`config.mk`:
```
export PLATFORM = sky130hd
export DESIGN_NAME = touch_swipe_tap_classifier_top
export DESIGN_NICKNAME = d
export VERILOG_FILES = /design/src/rtl/core/tstc_pkg.sv /design/src/rtl/core/tstc_csr.sv /design/src/rtl/core/tstc_engine.sv /design/src/rtl/core/touch_swipe_tap_classifier_top.sv
export SDC_FILE = /design/constraint.sdc
export NUM_CORES = 1
export LEC_CHECK = 0
export ABC_AREA = 1
export ABC_CLOCK_PERIOD_IN_PS = 6750
export BUFFER_PORTS_ARGS = -buffer_cell sky130_fd_sc_hd__clkbuf_2
export CAP_MARGIN = 40
export CORE_MARGIN = 3
export CORE_UTILIZATION = 60
export DETAILED_ROUTE_END_ITERATION = 12
export PLACE_DENSITY = 0.79
export SETUP_SLACK_MARGIN = 0.5
export SLEW_MARGIN = 20
export SYNTH_ARGS = -nofsm -noshare
export SYNTH_HDL_FRONTEND = slang
export SYNTH_HIERARCHICAL = 1
export SYNTH_SLANG_ARGS = --single-unit
export TNS_END_PERCENT = 20
```
`constraint.sdc`:
```
create_clock -name clock -period 6.75 [get_ports clock]
set_input_delay 2.025 -clock clock [delete_from_list [all_inputs] [get_ports clock]]
set_output_delay 2.025 -clock clock [all_outputs]
set_load 0.005 [all_outputs]
```
`src/rtl/core/tstc_pkg.sv`:
```
// Shared types and constants for the touch swipe/tap classifier.
// Used by every module of the block; no dependencies of its own.
package tstc_pkg;

   localparam int unsigned CSR_INDEX_W = 3;
   localparam int unsigned CSR_DATA_W  = 16;

   typedef enum logic [CSR_INDEX_W-1:0] {
      CSR_TAP_MAX_MS       = 3'd0,
      CSR_SWIPE_WINDOW_MS  = 3'd1,
      CSR_SWIPE_MIN_PX     = 3'd2,
      CSR_LEVEL_STEP       = 3'd3,
      CSR_BRIGHTNESS_FLOOR = 3'd4
   } csr_index_type;

   localparam logic [15:0] TAP_MAX_MS_RST       = 16'd500;
   localparam logic [15:0] SWIPE_WINDOW_MS_RST  = 16'd1000;
   localparam logic [11:0] SWIPE_MIN_PX_RST     = 12'd50;
   localparam logic [6:0]  LEVEL_STEP_RST       = 7'd10;
   localparam logic [6:0]  BRIGHTNESS_FLOOR_RST = 7'd10;

   localparam logic [6:0] LEVEL_MAX      = 7'd100;
   localparam logic [6:0] BRIGHTNESS_RST = 7'd100;

   typedef enum logic [2:0] {
      GEST_NONE       = 3'd0,
      GEST_TAP        = 3'd1,
      GEST_VOL_UP     = 3'd2,
      GEST_VOL_DOWN   = 3'd3,
      GEST_BRIGHT_UP  = 3'd4,
      GEST_BRIGHT_DN  = 3'd5
   } gesture_type;

   typedef struct packed {
      logic [15:0] tap_max_ms;
      logic [15:0] swipe_window_ms;
      logic [11:0] swipe_min_px;
      logic [6:0]  level_step;
      logic [6:0]  brightness_floor;
   } cfg_type;

   typedef struct packed {
      logic        pressed;
      logic [11:0] pos_x;
      logic [11:0] pos_y;
      logic [31:0] now_ms;
      logic [6:0]  volume_in;
   } sample_type;

   typedef struct packed {
      gesture_type gesture;
      logic [6:0]  volume_out;
      logic [6:0]  brightness_out;
   } result_type;

endpackage

```
`src/rtl/core/tstc_csr.sv`:
```
// Configuration registers of the classifier, written through a plain write port.
// Depends on tstc_pkg for the register indexes, reset values and cfg_type.
module tstc_csr
   import tstc_pkg::*;
(
   input  logic                   clock,
   input  logic                   reset,
   input  logic                   csr_we,
   input  logic [CSR_INDEX_W-1:0] csr_index,
   input  logic [CSR_DATA_W-1:0]  csr_wdata,
   output cfg_type                cfg
);

   cfg_type cfg_ff;
   cfg_type cfg_in;

   always_comb begin
      cfg_in = cfg_ff;
      if (csr_we) begin
         unique case (csr_index)
            CSR_TAP_MAX_MS:       cfg_in.tap_max_ms       = csr_wdata;
            CSR_SWIPE_WINDOW_MS:  cfg_in.swipe_window_ms  = csr_wdata;
            CSR_SWIPE_MIN_PX:     cfg_in.swipe_min_px     = csr_wdata[11:0];
            CSR_LEVEL_STEP:       cfg_in.level_step       = csr_wdata[6:0];
            CSR_BRIGHTNESS_FLOOR: cfg_in.brightness_floor = csr_wdata[6:0];
            default:              cfg_in = cfg_ff;
         endcase
      end
   end

   always_ff @(posedge clock) begin
      if (reset) begin
         cfg_ff.tap_max_ms       <= TAP_MAX_MS_RST;
         cfg_ff.swipe_window_ms  <= SWIPE_WINDOW_MS_RST;
         cfg_ff.swipe_min_px     <= SWIPE_MIN_PX_RST;
         cfg_ff.level_step       <= LEVEL_STEP_RST;
         cfg_ff.brightness_floor <= BRIGHTNESS_FLOOR_RST;
      end else begin
         cfg_ff <= cfg_in;
      end
   end

   assign cfg = cfg_ff;

endmodule

```
`src/rtl/core/tstc_engine.sv`:
```
// Touch state and the combinational classification of one sample.
// Depends on tstc_pkg; the state advances only when a sample moves on.
module tstc_engine
   import tstc_pkg::*;
(
   input  logic       clock,
   input  logic       reset,
   input  logic       advance,
   input  sample_type sample,
   input  cfg_type    cfg,
   output result_type result
);

   logic        touch_active_ff, touch_active_in;
   logic [31:0] start_time_ff, start_time_in;
   logic [11:0] start_x_ff, start_x_in;
   logic [11:0] start_y_ff, start_y_in;
   logic        swipe_done_ff, swipe_done_in;
   logic [6:0]  bright_ff, bright_in;

   logic [31:0] elapsed;
   logic [11:0] adx, ady;
   logic [13:0] adx3, ady3;
   logic        h_move, v_move, in_window;
   logic [7:0]  vol_sum, bright_sum;
   logic [6:0]  vol_up, vol_dn, vol_diff;
   logic [6:0]  bright_up, bright_dn, bright_diff;

   always_comb begin
      elapsed = sample.now_ms - start_time_ff;
      adx = (sample.pos_x >= start_x_ff) ? sample.pos_x - start_x_ff
                                        : start_x_ff - sample.pos_x;
      ady = (sample.pos_y >= start_y_ff) ? sample.pos_y - start_y_ff
                                        : start_y_ff - sample.pos_y;
      // Three halves of a distance: (3 * d) / 2 rounded down.
      adx3 = {2'b00, adx} + {1'b0, adx, 1'b0};
      ady3 = {2'b00, ady} + {1'b0, ady, 1'b0};
      h_move = (adx > cfg.swipe_min_px) && ({1'b0, adx} > ady3[13:1]);
      v_move = (ady > cfg.swipe_min_px) && ({1'b0, ady} > adx3[13:1]);
      in_window = elapsed < {16'd0, cfg.swipe_window_ms};

      vol_sum  = {1'b0, sample.volume_in} + {1'b0, cfg.level_step};
      vol_up   = (vol_sum > {1'b0, LEVEL_MAX}) ? LEVEL_MAX : vol_sum[6:0];
      vol_diff = (sample.volume_in >= cfg.level_step) ?
                 sample.volume_in - cfg.level_step : 7'd0;
      vol_dn   = (vol_diff > LEVEL_MAX) ? LEVEL_MAX : vol_diff;

      bright_sum  = {1'b0, bright_ff} + {1'b0, cfg.level_step};
      bright_up   = (bright_sum > {1'b0, LEVEL_MAX}) ? LEVEL_MAX : bright_sum[6:0];
      bright_diff = (bright_ff >= cfg.level_step) ? bright_ff - cfg.level_step : 7'd0;
      if (bright_diff < cfg.brightness_floor) begin
         bright_diff = cfg.brightness_floor;
      end
      bright_dn = (bright_diff > LEVEL_MAX) ? LEVEL_MAX : bright_diff;
   end

   always_comb begin
      touch_active_in = touch_active_ff;
      start_time_in   = start_time_ff;
      start_x_in      = start_x_ff;
      start_y_in      = start_y_ff;
      swipe_done_in   = swipe_done_ff;
      bright_in       = bright_ff;
      result.gesture    = GEST_NONE;
      result.volume_out = sample.volume_in;

      priority if (sample.pressed && !touch_active_ff) begin
         touch_active_in = 1'b1;
         start_time_in   = sample.now_ms;
         start_x_in      = sample.pos_x;
         start_y_in      = sample.pos_y;
         swipe_done_in   = 1'b0;
      end else if (sample.pressed && !swipe_done_ff) begin
         if (in_window && h_move) begin
            swipe_done_in = 1'b1;
            if (sample.pos_x > start_x_ff) begin
               result.gesture    = GEST_VOL_UP;
               result.volume_out = vol_up;
            end else begin
               result.gesture    = GEST_VOL_DOWN;
               result.volume_out = vol_dn;
            end
         end else if (in_window && v_move) begin
            swipe_done_in = 1'b1;
            // Smaller y is further up the screen.
            if (sample.pos_y < start_y_ff) begin
               result.gesture = GEST_BRIGHT_UP;
               bright_in      = bright_up;
            end else begin
               result.gesture = GEST_BRIGHT_DN;
               bright_in      = bright_dn;
            end
         end
      end else if (!sample.pressed && touch_active_ff) begin
         touch_active_in = 1'b0;
         swipe_done_in   = 1'b0;
         if (!swipe_done_ff && (elapsed < {16'd0, cfg.tap_max_ms})) begin
            result.gesture = GEST_TAP;
         end
      end else begin
         touch_active_in = touch_active_ff;
      end

      result.brightness_out = bright_in;
   end

   always_ff @(posedge clock) begin
      if (reset) begin
         touch_active_ff <= 1'b0;
         start_time_ff   <= 32'd0;
         start_x_ff      <= 12'd0;
         start_y_ff      <= 12'd0;
         swipe_done_ff   <= 1'b0;
         bright_ff       <= BRIGHTNESS_RST;
      end else if (advance) begin
         touch_active_ff <= touch_active_in;
         start_time_ff   <= start_time_in;
         start_x_ff      <= start_x_in;
         start_y_ff      <= start_y_in;
         swipe_done_ff   <= swipe_done_in;
         bright_ff       <= bright_in;
      end
   end

`ifndef ASSERT_OFF
   a_swipe_needs_touch: assert property (@(posedge clock) disable iff (reset)
      swipe_done_ff |-> touch_active_ff)
      else $error("swipe marked without an active touch");

   a_bright_in_range: assert property (@(posedge clock) disable iff (reset)
      bright_ff <= LEVEL_MAX)
      else $error("brightness level above maximum");

   a_tap_ends_touch: assert property (@(posedge clock) disable iff (reset)
      (advance && result.gesture == GEST_TAP) |=> !touch_active_ff && !swipe_done_ff)
      else $error("touch still active after a tap");

   a_swipe_sets_done: assert property (@(posedge clock) disable iff (reset)
      (advance && (result.gesture == GEST_VOL_UP || result.gesture == GEST_VOL_DOWN ||
                   result.gesture == GEST_BRIGHT_UP || result.gesture == GEST_BRIGHT_DN))
      |=> swipe_done_ff)
      else $error("swipe gesture reported without marking the touch");
`endif

endmodule

```
`src/rtl/core/touch_swipe_tap_classifier_top.sv`:
```
// Touch swipe/tap classifier, top level.
// Data path: a sample accepted into the input register is classified into the result
// register, which drives rsp_*.
// Throughput: one sample per cycle; a held result stalls the input only when both stages are full.
// Reset: synchronous, active high; clears the pipeline, touch state, brightness to 100
// and the configuration registers to their defaults.
module touch_swipe_tap_classifier_top
   import tstc_pkg::*;
(
   input  logic                   clock,
   input  logic                   reset,
   input  logic                   csr_we,
   input  logic [CSR_INDEX_W-1:0] csr_index,
   input  logic [CSR_DATA_W-1:0]  csr_wdata,
   input  logic                   req_valid,
   output logic                   req_stall,
   input  logic                   req_pressed,
   input  logic [11:0]            req_pos_x,
   input  logic [11:0]            req_pos_y,
   input  logic [31:0]            req_now_ms,
   input  logic [6:0]             req_volume_in,
   output logic                   rsp_valid,
   input  logic                   rsp_stall,
   output logic [2:0]             rsp_gesture,
   output logic [6:0]             rsp_volume_out,
   output logic [6:0]             rsp_brightness_out
);

   cfg_type    cfg;
   sample_type in_word_ff;
   logic       in_valid_ff;
   result_type engine_result;
   result_type out_word_ff;
   logic       out_valid_ff;
   logic       out_free;
   logic       advance;
   logic       req_take;

   tstc_csr u_csr (
      .clock     (clock),
      .reset     (reset),
      .csr_we    (csr_we),
      .csr_index (csr_index),
      .csr_wdata (csr_wdata),
      .cfg       (cfg)
   );

   tstc_engine u_engine (
      .clock   (clock),
      .reset   (reset),
      .advance (advance),
      .sample  (in_word_ff),
      .cfg     (cfg),
      .result  (engine_result)
   );

   assign out_free  = !out_valid_ff || !rsp_stall;
   assign advance   = in_valid_ff && out_free;
   assign req_stall = in_valid_ff && !out_free;
   assign req_take  = req_valid && !req_stall;

   always_ff @(posedge clock) begin
      if (reset) begin
         in_valid_ff  <= 1'b0;
         out_valid_ff <= 1'b0;
      end else begin
         if (req_take) begin
            in_valid_ff <= 1'b1;
         end else if (advance) begin
            in_valid_ff <= 1'b0;
         end
         if (out_free) begin
            out_valid_ff <= in_valid_ff;
         end
      end
   end

   always_ff @(posedge clock) begin
      if (req_take) begin
         in_word_ff.pressed   <= req_pressed;
         in_word_ff.pos_x     <= req_pos_x;
         in_word_ff.pos_y     <= req_pos_y;
         in_word_ff.now_ms    <= req_now_ms;
         in_word_ff.volume_in <= req_volume_in;
      end
      if (advance) begin
         out_word_ff <= engine_result;
      end
   end

   assign rsp_valid          = out_valid_ff;
   assign rsp_gesture        = out_word_ff.gesture;
   assign rsp_volume_out     = out_word_ff.volume_out;
   assign rsp_brightness_out = out_word_ff.brightness_out;

`ifndef ASSERT_OFF
   a_no_overwrite: assert property (@(posedge clock) disable iff (reset)
      (in_valid_ff && !advance) |=> in_valid_ff && $stable(in_word_ff))
      else $error("waiting input word lost or changed");

   a_result_from_stage: assert property (@(posedge clock) disable iff (reset)
      advance |=> out_valid_ff)
      else $error("result register empty after a word moved in");

   a_gesture_code: assert property (@(posedge clock) disable iff (reset)
      out_valid_ff |-> (rsp_gesture <= 3'd5))
      else $error("result word carries an unknown gesture code");
`endif

endmodule
```
==> impl_results.md <==
* Power, Total at a little under 5000 uW
* Num ports at around 110
* Setup TNS at 0 ns
* Critical path endpoint category: flip-flop
* Root buf cell: clkbuf_16
* Worst Path Arrival at 6.01 ns
* Max-cap violations at 0
* Drt via density at between 5 and 6
* Distinct cells, synth at 64
* GR Util met2 at 0.481
* Fmax at 175 MHz
* Final GP Congestion at 0.946
* # H-tree levels at 1
* CTS buffer count at 24
* Post-route ant nets at 0
* Leak at 0.00883 uW
* Crit-path max FO at 12
* Longest Clk Path Bufs at 3
* Routed wire length at roughly 42000 um
* Slew headroom at 0.468
* Dpl cell area at 0.0172 mm2
* Largest family of logic cells by synthesized area: simple AND/OR/NAND/NOR gates
* Drt wl/cell at 15.8 um
* Crit path max-delay cell type: fa_1
* Commonest non-fill, non-tap cell in the layout: nand2_1
* Antenna violations before repair at 0
* Setup Viol. Count Final at 0
* Crit path launch type: flip-flop
* Final antenna diode count at 0
* Power Density at 275 mW/mm2
* GRT busiest layer: met2
* Final Cell Area at approximately 0.018 mm2
* Ys flop type: dfxtp_1
* Initial Util at 0.619
* First-pass GRT wire length at 67900 um
* Vias post-DR at ~15000
* Clk Latency, worst-skew pair at 0.54 ns
* Critical path class: flip-flop to flip-flop
* Worst Hold Class: flip-flop to flip-flop
* TritonRoute pass-1 iters at 7
* Post-synthesis compound-gate area fraction at 0.145
* Post-synth ARST share at 0
* All-Layer GR Usage at 0.282
* Mux cell area share after synthesis at 0.00490
* DIE WIDTH at 171 um
* Area growth syn-to-layout at 10.0%
* Cell area after synthesis at 0.0164 mm2
* Post-synthesis sequential area ratio at 0.302
* Port Buffers at 106
* Adder-Cell Fraction of Synth Area at 0.175
* Worst-margin pin slew at 0.795 ns
* Simple-gate portion of the synthesized area at 0.232
* Critical Path RT at 7.03 ns
* Largest net degree at the start of global routing at 67
* Tcrit/Tclk final at 0.849
* TritonCTS Sinks at roughly 200
* Most used cell along the critical path: nand2_1
* Share of cells above drive strength 1 at 0.0948
* Clk pin slew, worst setup/hold paths at 0.06 ns
* Final net count at 2624
* Peak VDD IR at 0.278 mV
* Number of global-route vias before repair at 14100
* Post-synth EDFFs at 81
* CP max stage delay at 0.41 ns
* DP Wirelength at 33400 um
* Residual DRC count at 0
* Status: finished, final reports clean
* Net Count, Synth at 2528
* Post-synthesis register bit count at just over 200
* Synth Instances at 2217
* Grt ovf at 0
* Worst Skew at 0.0177 ns
* Starting DRT DRC Count at 923
* TritonCTS clock tree: yes
* Synth Area in XOR/XNOR at 0.0402
* Global routing usage on met3 at 0.0319
* Ys Warns at 6
* Die Span Y at 171 um
* Hold Vio Cnt, Final at 0
* RSZ-0062 raised after global routing: no
* Grt met1 use at 0.374
* Fin. max-slew vios at 0
* # rows at 59
* Min cycle time layout at between 5 and 6 ns
* Mapped Avg Cell Area at 7.38 um2
* Area of the core at 0.0264 mm2
* Most frequent cells in the layout: 407 x nand2_1, 378 x inv_1, 214 x ha_1
* Die area at 0.0293 mm2
## cell families (layout without fill, tap and decap cells)
kind of cell,Yosys count,after routing
adders and majority gates,223,223
and+or+nand+nor,852,852
DFF,206,206
AOI/OAI and AO/OA,425,425
buffers and inverters,428,542
xor gates and xnor gates,75,75
muxes,8,8
## final cells by class
class	count	area [um2]
multi-input cells	1583	9780
clock inverters	14	173
well taps	335	419
flip-flops and latches	206	4930
clock buffers	30	623
repair buffers	116	631
inverters	382	1440
fillers	2342	8430
## through the flow
stage / hold slack, ns / std cells / setup WS (ns) / utilization
3_5_place_dp: 0.451 / 2620 / 0.957 / 0.650
4_1_cts: 0.460 / 2664 / 0.897 / 0.680
2_1_floorplan: 0.433 / 2217 / 1.66 / -
3_3_place_gp: 0.443 / 2618 / 1.24 / 0.648
5_1_grt: 0.474 / 2666 / 0.517 / 0.681
6_report: 0.455 / 2666 / 1.02 / 0.681
## power breakdown
part | internal [uW] | leakage, uW | switching, uW
clock network | 775 | 0.000386 | 532
logic | 826 | 0.00664 | 1410
registers | 1360 | 0.00180 | 40.1
total | 2960 | 0.00883 | 1980
## flip-flops by register name, summed over array words and instances (netlist names)
signal,flops
u_csr/cfg,58
rsp_brightness_out,7
rsp_gesture,3
u_engine/start_x_ff,12
u_engine/bright_ff,7
in_valid_ff,1
in_word_ff,64
rsp_volume_out,7
rsp_valid,1
u_engine/swipe_done_ff,1
u_engine/touch_active_ff,1
u_engine/start_time_ff,32
u_engine/start_y_ff,12
## final timing paths
check,from,end,slack [ns],cells after the start
worst max-delay path,in_word_ff[39],rsp_brightness_out[6],1.02,36
worst min-delay path,u_engine/start_time_ff[22],u_engine/start_time_ff[22],0.45,2
worst max register to register,in_word_ff[39],rsp_brightness_out[6],1.02,36
worst min register to register,u_engine/start_time_ff[22],u_engine/start_time_ff[22],0.45,2
## Yosys cell counts (7+ instances only)
cell | instances | area, um2
nand2_1 | 408 | 1530
mux2i_1 | 8 | 80.1
dfxtp_1 | 125 | 2500
nand4_1 | 29 | 181
nor2_1 | 196 | 736
nand3_2 | 9 | 90.1
a31oi_1 | 11 | 68.8
xnor2_1 | 19 | 166
nor3_1 | 15 | 75.1
a21o_1 | 7 | 52.6
edfxtp_1 | 81 | 2430
ha_1 | 214 | 2680
nand2_2 | 22 | 138
xor2_1 | 56 | 490
clkbuf_1 | 24 | 90.1
a21oi_1 | 201 | 1010
o21bai_1 | 9 | 67.6
inv_1 | 379 | 1420
fa_1 | 9 | 180
nand3_1 | 138 | 691
o211ai_1 | 11 | 82.6
buf_2 | 8 | 40.0
buf_4 | 7 | 52.6
o21ai_0 | 135 | 676
## critical path, delay by kind of cell, from the launching register on
kind            cells  cell delay (ns)
compound gates      4             0.66
xor+xnor            2             0.29
fa+ha+maj           4             1.27
buf+inv             5             0.56
flops               1             0.40
simple gates       21             2.28
## per-layer routing
metal,vias to the layer above,part of all wire
met1,6799,0.45
li1,7478,-
met3,93,0.054
met2,423,0.46
met5,-,0
met4,0,0.037
## timing repair
action | in CTS | in global routing
endpoints found under the setup margin | 0 | 17
hold buffers | 0 | 0
buffers inserted | 0 | 2
resized for setup | 0 | 3
No activity file was read; power rests on OpenSTA's default activity.
